--- config.mk ---
export PLATFORM = sky130hd
export DESIGN_NAME = rcpa_lookup
export DESIGN_NICKNAME = d
export VERILOG_FILES = /design/src/rtl/rcpa_pkg.sv /design/src/rtl/rcpa_lookup.sv
export SDC_FILE = /design/constraint.sdc
export NUM_CORES = 1
export LEC_CHECK = 0
export BUFFER_PORTS_ARGS = -buffer_cell sky130_fd_sc_hd__buf_2
export CAP_MARGIN = 25
export CORE_ASPECT_RATIO = 0.8
export CORE_UTILIZATION = 24
export DETAILED_ROUTE_END_ITERATION = 8
export MAX_ROUTING_LAYER = met4
export PLACE_DENSITY_LB_ADDON = 0.08
export SLEW_MARGIN = 10
export SYNTH_ARGS = -nofsm -noshare
export SYNTH_HDL_FRONTEND = slang
export SYNTH_SLANG_ARGS = --single-unit
--- constraint.sdc ---
create_clock -name vclk -period 3.25
set_input_delay 0.1625 -clock vclk [all_inputs]
set_output_delay 0.1625 -clock vclk [all_outputs]
set_load 0.005 [all_outputs]
--- src/rtl/rcpa_pkg.sv ---
// package for the refcounted page allocator
// widths, operation and status codes, register indexes; no dependencies
package rcpa_pkg;

  localparam int unsigned ADDR_W         = 56;
  localparam int unsigned FUNC_W         = 3;
  localparam int unsigned STATUS_W       = 2;
  localparam int unsigned CNT_W          = 8;
  localparam int unsigned CFG_IDX_W      = 2;
  localparam int unsigned NUM_PAGES_DEF  = 32768;
  localparam int unsigned PAGE_SHIFT_DEF = 12;

  localparam logic [CNT_W-1:0] CNT_MAX = 8'd255;

  localparam logic [ADDR_W-1:0] RST_REGION_BASE  = 56'd2147483648;
  localparam logic [ADDR_W-1:0] RST_REGION_TOP   = 56'd2281701376;
  localparam logic [ADDR_W-1:0] RST_FIRST_USABLE = 56'd2147483648;

  localparam logic [CFG_IDX_W-1:0] CFG_REGION_BASE  = 2'd0;
  localparam logic [CFG_IDX_W-1:0] CFG_REGION_TOP   = 2'd1;
  localparam logic [CFG_IDX_W-1:0] CFG_FIRST_USABLE = 2'd2;

  typedef enum logic [FUNC_W-1:0] {
    FUNC_INIT  = 3'd0,
    FUNC_ALLOC = 3'd1,
    FUNC_FREE  = 3'd2,
    FUNC_REF   = 3'd3,
    FUNC_UNREF = 3'd4
  } func_e;

  typedef enum logic [STATUS_W-1:0] {
    STATUS_OK      = 2'd0,
    STATUS_OOM     = 2'd1,
    STATUS_IGNORED = 2'd2,
    STATUS_FAULT   = 2'd3
  } status_e;

  // address check result handed from the lookup to the control
  typedef struct packed {
    logic hit;     // aligned, inside the region and the pool
    logic fu_ok;   // at or above first_usable
  } lookup_t;

endpackage

--- src/rtl/rcpa_lookup.sv ---
// page address check: alignment, region bounds, pool size, first_usable
// depends on rcpa_pkg
module rcpa_lookup #(
  parameter int unsigned NUM_PAGES  = rcpa_pkg::NUM_PAGES_DEF,
  parameter int unsigned PAGE_SHIFT = rcpa_pkg::PAGE_SHIFT_DEF,
  localparam int unsigned IDX_W     = $clog2(NUM_PAGES)
) (
  input  logic [rcpa_pkg::ADDR_W-1:0] page_addr_i,
  input  logic [rcpa_pkg::ADDR_W-1:0] base_al_i,
  input  logic [rcpa_pkg::ADDR_W-1:0] region_top_i,
  input  logic [rcpa_pkg::ADDR_W-1:0] first_usable_i,
  output rcpa_pkg::lookup_t           res_o,
  output logic [IDX_W-1:0]            idx_o
);
  import rcpa_pkg::*;

  localparam logic [ADDR_W-1:0] PgMask =
    {{(ADDR_W-PAGE_SHIFT){1'b0}}, {PAGE_SHIFT{1'b1}}};

  logic [ADDR_W-1:0] diff;
  logic [ADDR_W-1:0] off;
  logic              aligned;
  logic              in_lo;
  logic              in_hi;
  logic              off_ok;

  always_comb begin
    aligned = (page_addr_i & PgMask) == '0;
    in_lo   = page_addr_i >= base_al_i;
    in_hi   = page_addr_i < region_top_i;
    diff    = page_addr_i - base_al_i;
    off     = diff >> PAGE_SHIFT;
    off_ok  = off < ADDR_W'(NUM_PAGES);
    res_o.hit   = aligned & in_lo & in_hi & off_ok;
    res_o.fu_ok = page_addr_i >= first_usable_i;
    idx_o       = off[IDX_W-1:0];
  end

endmodule
## Yosys cells after proc, flatten, opt, wreduce, memory -nomap -nowiden

Cells that the tools add are included.

| storage, ports and cells | value |
|---|---|
| output and inout port bits | 17 |
| register bits after elaboration | 0 |

| cells by class | value |
|---|---|
| reductions and logical operators | 1 |
| bitwise operators | 3 |
| $lt $le $gt $ge | 4 |
| $add $sub $neg | 1 |

Operator list:

| kind | count |
|---|---|
| $ge 56x56->1 | 2 |
| $logic_not 56->1 | 1 |
| $lt 56x56->1 | 1 |
| $sub 56x56->56 | 1 |
| $lt 44x16->1 const B | 1 |
| $and 1x1->1 | 3 |

## Logic depth before layout (Yosys ltp)

Gate-level depths: netlist (run 1).

| depth | value |
|---|---|
| depth in word-level cells | 4 |
| mapped depth | 14 |
| mapped depth without buffers | 13 |

## Worst setup path after synthesis (run 1)

Ideal clock, no wire load.

| timing | value |
|---|---|
| kind | input-to-output |
| start point | in base_al_i[18] in the netlist's numbering |
| end point | out res_o[1] in the netlist's numbering |
| stages | 14 |
| arrival time | 2.872 ns |
| path buffers | 1 |
| required time | 3.087 ns |
| slack | 0.216 ns |
| cell sequence | inv_1 > ha_1 > buf_2 > nand2_1 > o21bai_1 > a21oi_1 > o211ai_2 > and3_1 > o41ai_1 > a21oi_1 > xnor2_1 > nor4_1 > nand4_1 > a2111oi_2 |

RTL lines:

| element | RTL line | source |
|---|---|---|
| start, declared | rcpa_lookup.sv:9 | `input logic [rcpa_pkg::ADDR_W-1:0] base_al_i,` |
| end, declared | rcpa_lookup.sv:12 | `output rcpa_pkg::lookup_t res_o,` |

==> metrics, run 1 <==
Static Leak=5.84 nW; first-pass GRT wire length=between 40 and 50 mm; CP required=slightly above 3 ns; row count=54; footprint of the multi-input gates=between 6000 and 7000 um2; fraction of layout cells with a size suffix above 1=between 40% and 50%; crit path launch type=input pin; 1st-iter DRT viols=between 300 and 400; P per Cell Area=roughly 170 nW/um2; crit path time final=between 3 and 4 ns; via count=8234; Worst VDD drop=about 0.00006 V; crit path max fanout=4; Buffers on Ports=around 240; outcome=finished, violations left; Critical Path End Type=primary output; Avg Cell Area, Syn=6.84 um2; max layer used=met3; sw frac=between 40% and 50%; Least-Margin Pin Slew=~0.57 ns; Final WS setup=-0.130 ns; setup_tns=-0.130 ns; drt pass-1 iters=4; Comb pwr share=100.0%; DR DRC count=0; Hold Vio Cnt, Final=0; nets=between 1500 and 2000; Syn Inst Count=973; syn_nets=between 1000 and 1500; setup repair after global routing missed its margin=true; Rel. slew slack=just over 60%; largest net degree at the start of global routing=10; violated checks=setup timing; Final period util=104%; Distinct cells, synth=79; FF/Latch Area=0 um2; dpl hpwl=between 20 and 25 mm; gr ovfl total=0; met2 wire length=roughly 10 mm; Post-Route M1 WL=15.1 mm; Clock Buffer Count=0; Clock Power Share=0%; # setup viols final=1; Peak Freq=~300 MHz; Die ar.=28400 um2; Setup WS pre-CTS=-0.458 ns; vias per inst=approximately 4.6; placer congestion estimate=0.864; CP Data Arrival Time=3.22 ns; Post-Syn Area=around 6700 um2; Die Y=approximately 150 um; Seq cells=0; vias in the first global route=between 8000 and 9000; Hold Crit Class=input pin to primary output; routed len/inst=~15 um; GRT Total Usage=approximately a fifth; final wirelength=26.4 mm; die width=around 190 um; metal3 WL=between 1 and 1.5 mm; sequential share of power=0%; Synth-to-Final Area Change=58.9%; cts hold-fix bufs=0; Ant. Diodes=0; # IOs=around 240; internal power=~0.00092 W; Synth warnings=0; initial antenna violation count=1; post-route ant nets=0; fillcell total=approximately 3000; Net Sw Power=roughly 0.00091 W; core area=27200 um2; Max Cap Violations=0; register area share after synthesis=0%; post-layout util=between 30% and 40%; max-slew violation count=0; Initial Util=between 20 and 25%; Setup Crit Path Kind=input pin to primary output
## layout make-up
| cell class | count | area share [%] |
|---|---|---|
| Tap cell | 364 | 4.31 |
| Inverter | 183 | 6.50 |
| Timing Repair Buffer | 496 | 29.8 |
| Multi-Input combinational cell | 765 | 59.4 |
## cell usage in the layout, fill, tap and decap left out, drive strengths merged, types with 17 or more instances in the layout
cell type	synthesis	routed
a21o	43	43
a21oi	89	89
buf	17	496
ha	167	167
inv	183	183
nand2	76	76
nand2b	17	17
nand3	19	19
nand4	41	41
nor2	48	48
o21ai	55	55
xnor2	20	20
## metal layers
| metal | vias up | track usage, % |
|---|---|---|
| li1 | 4440 | - |
| met3 | 0 | 0.973 |
| met2 | 189 | 27.8 |
| met1 | 3605 | 29.2 |
| met4 | 0 | 0.163 |
| met5 | - | - |
## critical path: stages
cell and delay [ns]:
buf_2 0.09, inv_1 0.08, ha_4 0.22, and2_2 0.21, and3_1 0.23, and2_2 0.24
a22oi_2 0.23, and3_4 0.25, buf_4 0.11, xnor2_1 0.06, a31oi_2 0.23, o311ai_2 0.16
a2111oi_2 0.34, nand4_1 0.19, a2111oi_4 0.25, buf_2 0.17
## metrics by stage
stage                     hold slack, ns  instances  power, W  area [um2]
after floorplan                    0.601        973  0.000881        6650
after global placement             0.920       1807   0.00173       10100
after detailed placement           0.928       1807   0.00172       10100
after CTS                          0.884       1808   0.00182       10500
after global routing               0.907       1808   0.00203       10600
final                              0.876       1808   0.00183       10600
## worst paths after layout
| kind | startpoint | slack (ns) | to | cells after the start |
|---|---|---|---|---|
| hold / removal | page_addr_i[23] | 0.88 | idx_o[11] | 5 |
| setup / recovery | base_al_i[25] | -0.13 | res_o[1] | 16 |
## synthesized netlist by cell type (all sizes together), types with 13 or more instances
master    n  area share (%)
o21ai    55             4.2
buf      17             1.6
nand2    76             4.3
a21o     43             4.9
nand4    41             3.9
inv     183              10
a21oi    89             7.2
nand3    19             1.6
nor3     13            0.98
nand2b   17             1.6
ha      167              31
xnor2    20             2.6
nor2     48             2.7
## cells by family after synthesis
group	after synthesis	synth area share (%)
adder cells (fa/ha/maj)	167	31.4
AO/OA/AOI/OAI	302	31.4
XOR/XNOR	28	3.69
buffers and inverters	208	12.4
AND/OR/NAND/NOR	266	20.8
multiplexers	2	0.301
## repair_timing
action                     4_1_cts  5_1_grt
setup endpoints to repair        2        2
gates resized for setup         70       12
buffers inserted                 2        0
hold endpoints to repair         0        0
pin swaps                       32       14
## power by group through the flow
stage	Combinational [W]	Clock, W	Sequential [W]
6_report	0.00183	0	0
5_1_grt	0.00203	0	0
4_1_cts	0.00182	0	0
3_5_place_dp	0.00172	0	0
3_3_place_gp	0.00173	0	0
2_1_floorplan	0.000881	0	0
Power figures use the tool's default switching activity.
==> inputs of run 2 (changes only) <==
--- a/config.mk
+++ b/config.mk
@@ -5,11 +5,11 @@
 export SDC_FILE = /design/constraint.sdc
 export NUM_CORES = 1
 export LEC_CHECK = 0
-export BUFFER_PORTS_ARGS = -buffer_cell sky130_fd_sc_hd__buf_2
 export CAP_MARGIN = 25
 export CORE_ASPECT_RATIO = 0.8
 export CORE_UTILIZATION = 24
 export DETAILED_ROUTE_END_ITERATION = 8
+export DONT_BUFFER_PORTS = 1
 export MAX_ROUTING_LAYER = met4
 export PLACE_DENSITY_LB_ADDON = 0.08
 export SLEW_MARGIN = 10
==> metrics, run 2 (same netlist as run 1, synthesis figures left out) <==
routed len/inst=17.0 um; hold depth=3; Setup Crit Path Kind=input pin to primary output; crit path launch type=input pin; nets=about 1500; Buffers on Ports=0; post-route ant nets=0; P per Cell Area=between 150 and 200 nW/um2; GRT Total Usage=18.1%; final wirelength=~25 mm; Hold Crit Class=input pin to primary output; # IOs=241; violated checks=setup timing; 1st-iter DRT viols=305; max-slew violation count=0; Ant. Diodes=0; Die ar.=28400 um2; first-pass GRT wire length=a little under 40 mm; vias in the first global route=a little over 7000; die width=~190 um; FF/Latch Area=0 um2; Static Leak=4.49 nW; initial antenna violation count=0; setup repair after global routing missed its margin=true; CP Cell Sequence=inv_1 > ha_1 > nand2b_1 > a21oi_2 > o311a_1 > o31a_1 > a21boi_2 > o211ai_1 > a2111oi_2 > nand4_1 > nor4_2 > nand4_1 > a2111oi_2 > buf_4; CP Data Arrival Time=around 3.2 ns; dpl hpwl=around 23 mm; Final WS setup=-0.107 ns; Seq cells=0; Least-Margin Pin Slew=0.718 ns; outcome=finished, violations left; post-layout util=31.3%; vias per inst=4.88; fraction of layout cells with a size suffix above 1=roughly 22%; Peak Freq=a little under 300 MHz; total power=about 0.0015 W; most frequent cells in the layout=inv_1, buf_4, ha_1; worst hold slack=between 0.6 and 0.7 ns; CP peak stage delay=roughly 0.38 ns; family with the most delay on the worst path=compound AO/OA/AOI/OAI gates; CP bufs+invs=2; Final period util=103%; Worst VDD drop=about 0.000053 V; placer congestion estimate=around 0.84; row count=between 50 and 60; DR DRC count=0; crit path time final=3.36 ns; largest net degree at the start of global routing=10; CP required=3.09 ns; Critical Path Stages=14; Clock Buffer Count=0; gr ovfl total=0; via count=7275; Max Cap Violations=0; crit path max fanout=3; Initial Util=24.4%; Critical Path End Type=primary output; Setup crit end=res_o[1]; slowest cell on the critical path=a2111oi_2; core area=between 20000 and 30000 um2; crit path launch=base_al_i[1]; Die Y=roughly 150 um; Rel. slew slack=just over 50%; commonest non-fill, non-tap cell in the layout=inv_1; drt pass-1 iters=6; Synth-to-Final Area Change=28.2%; # setup viols final=1; Hold Vio Cnt, Final=0
-- run 2: cell types whose count changed in the layout (fill, tap and decap cells not counted), moves of 2 or more --
cell     previous run  this run
buf_6               4         0
o21ai_0            43        48
o21ai_1            10         5
buf_2             239         0
ha_4               13         4
buf_4             252       178
a21oi_2            18        12
ha_2                4         1
ha_1              150       162
nor2_1             45        47
a21oi_1            69        75
nor2_2              3         0
-- run 2: how the worst min path moves through the flow --
stage,from,endpoint,slack [ns]
3_3_place_gp,page_addr_i[16],idx_o[4],0.72
3_5_place_dp,page_addr_i[16],idx_o[4],0.71
4_1_cts,page_addr_i[13],idx_o[2],0.67
2_1_floorplan,page_addr_i[16],idx_o[4],0.60
6_report,page_addr_i[13],idx_o[2],0.66
5_1_grt,page_addr_i[13],idx_o[2],0.68
-- run 2: report_power, final --
group,switching (W),internal [W]
logic,0.000787,0.000697
clock network,0,0
registers,0,0
-- run 2: per-stage QoR --
stage | area, um2 | worst slack (ns) | instances | TNS, ns
final | 8530 | -0.107 | 1490 | -0.107
after global routing | 8530 | -0.308 | 1490 | -0.308
after CTS | 8470 | -0.0847 | 1490 | -0.0847
after detailed placement | 8300 | -0.264 | 1489 | -0.323
after global placement | 8300 | -0.295 | 1489 | -0.424
after floorplan | 6650 | 0.216 | 973 | 0
-- run 2: repair_timing --
action,CTS,global route
buffers inserted,1,0
resized for setup,25,12
pin swaps,15,8
hold buffers,0,0
endpoints found under the setup margin,2,2
-- run 2: area by class of cell --
class / instances / area, um2
well taps: 364 / 455
inverters: 183 / 687
multi-input cells: 765 / 6050
fillers: 3083 / 18700
repair buffers: 178 / 1340
-- run 2: routing by layer --
| layer | part of all wire (%) | wire [um] | GRT usage [%] | up-vias |
|---|---|---|---|---|
| met5 | 0 | 0 | - | - |
| met4 | 0.051 | 13 | 0.244 | 0 |
| met3 | 5.2 | 1310 | 1.90 | 6 |
| met2 | 39 | 9840 | 26.0 | 196 |
| met1 | 56 | 14200 | 28.0 | 3262 |
| li1 | - | - | - | 3811 |
==> inputs of run 3 (changes only) <==
--- a/config.mk
+++ b/config.mk
@@ -6,12 +6,15 @@
 export NUM_CORES = 1
 export LEC_CHECK = 0
 export CAP_MARGIN = 25
+export CELL_PAD_IN_SITES_DETAIL_PLACEMENT = 1
+export CELL_PAD_IN_SITES_GLOBAL_PLACEMENT = 1
 export CORE_ASPECT_RATIO = 0.8
 export CORE_UTILIZATION = 24
 export DETAILED_ROUTE_END_ITERATION = 8
 export DONT_BUFFER_PORTS = 1
 export MAX_ROUTING_LAYER = met4
 export PLACE_DENSITY_LB_ADDON = 0.08
+export SETUP_SLACK_MARGIN = 0.4
 export SLEW_MARGIN = 10
 export SYNTH_ARGS = -nofsm -noshare
 export SYNTH_HDL_FRONTEND = slang
==> metrics, run 3 (same netlist as run 1, synthesis figures left out) <==
Critical Path Stages=15; nets=between 1500 and 2000; sw frac=a little over half; Die ar.=between 20000 and 30000 um2; CP bufs+invs=3; Hold Vio Cnt, Final=0; P per Cell Area=about 180 nW/um2; footprint of the multi-input gates=6500 um2; outcome=finished, violations left; routed len/inst=around 18 um; Critical Path End Type=primary output; DR DRC count=0; final wirelength=27.0 mm; Static Leak=between 4 and 5 nW; vias per inst=between 4 and 5; hold depth=2; Rel. slew slack=between 50% and 60%; post-route ant nets=0; Buffers on Ports=0; largest net degree at the start of global routing=10; Seq cells=0; Setup Crit Path Kind=input pin to primary output; Max Cap Violations=0; die width=188 um; Clock Power Share=0%; placer congestion estimate=~0.84; Least-Margin Pin Slew=0.677 ns; CP peak stage delay=between 0.3 and 0.4 ns; FF/Latch Area=0 um2; # setup viols final=1; crit path max fanout=3; slowest cell on the critical path=nor4b_4; met2 wire length=around 11 mm; dpl hpwl=roughly 25 mm; crit path launch type=input pin; Initial Util=about a quarter; cts hold-fix bufs=0; via count=~7400; first-pass GRT wire length=42.8 mm; drt pass-1 iters=4; final std cells w/o fill=between 1500 and 2000; Clock Buffer Count=0; Die Y=151 um; Comb pwr share=100.0%; Worst VDD drop=0.0000586 V; Hold Crit Class=input pin to primary output; violated checks=setup timing; Post-Route M1 WL=~15 mm; CP Data Arrival Time=roughly 3.2 ns; family with the most delay on the worst path=simple AND/OR/NAND/NOR gates; sequential share of power=0%; vias in the first global route=roughly 8000; metal3 WL=approximately 1.2 mm; row count=54; Cells after DPL=~1500; Final WS setup=-0.0647 ns; total power=0.00163 W; initial antenna violation count=1; commonest non-fill, non-tap cell in the layout=buf_4; Ant. Diodes=0; setup repair after global routing missed its margin=true; most frequent cells in the layout=buf_4, inv_1, ha_1; # IOs=roughly 240; max-slew violation count=0; setup_tns=-0.0647 ns; gr ovfl total=0; Net Sw Power=0.000851 W; CP Cell Sequence=inv_1 > ha_1 > a21oi_4 > buf_4 > nor2_2 > nor4b_4 > o21ai_2 > a211oi_4 > nor4_2 > or3_1 > a211o_1 > nor4_2 > nand4_1 > a2111oi_4 > buf_4; core area=~27000 um2; GRT Total Usage=between 10% and 20%; CP required=roughly 3.1 ns; fraction of layout cells with a size suffix above 1=approximately 28%; fillcell total=~3400; crit path time final=around 3.3 ns; Final period util=102%; max layer used=met4; internal power=a little under 0.0008 W; Peak Freq=roughly 300 MHz; Synth-to-Final Area Change=37.7%; 1st-iter DRT viols=around 210
run 3: changes by cell type in the layout (fill, tap and decap cells not counted), sizes merged:
cell,change
buf,+19
clkinv,+1
inv,-1
run 3: layer usage:
layer  up-vias  track usage, %
li1       3842               -
met1      3367            29.3
met2       168            29.6
met3         2            1.02
met4         0           0.203
met5         -               -
run 3: through the flow:
| stage | hold WS (ns) | setup WS [ns] | utilization, % | instance area (um2) |
|---|---|---|---|---|
| floorplan | 0.535 | 0.403 | - | 6700 |
| global placement | 0.651 | -0.365 | 30.9 | 8420 |
| detailed placement | 0.656 | -0.336 | 30.9 | 8420 |
| CTS | 0.592 | -0.0885 | 33.5 | 9120 |
| global route | 0.618 | -0.259 | 33.6 | 9160 |
| finish | 0.586 | -0.0647 | 33.6 | 9160 |
run 3: cell type report:
cell class                      instances  area share [%]
Inverter                              183            7.79
Timing Repair Buffer                  197            16.2
Multi-Input combinational cell        765            71.0
Tap cell                              364            4.97
run 3: power by group through the flow:
stage / Combinational (W) / Clock, W / Sequential [W]
6_report: 0.00163 / 0 / 0
5_1_grt: 0.00181 / 0 / 0
4_1_cts: 0.00164 / 0 / 0
3_5_place_dp: 0.00148 / 0 / 0
3_3_place_gp: 0.00147 / 0 / 0
2_1_floorplan: 0.000890 / 0 / 0
run 3: worst paths after layout:
path / from / endpoint / slack (ns)
setup / recovery: base_al_i[2] / res_o[1] / -0.06
hold / removal: page_addr_i[22] / idx_o[10] / 0.59
run 3: repair_timing:
action                                 in CTS  in global routing
resized for setup                         107                  5
setup endpoints to repair                   2                  2
setup buffers                               8                  2
endpoints found under the hold margin       0                  0
pin swaps                                  61                 13
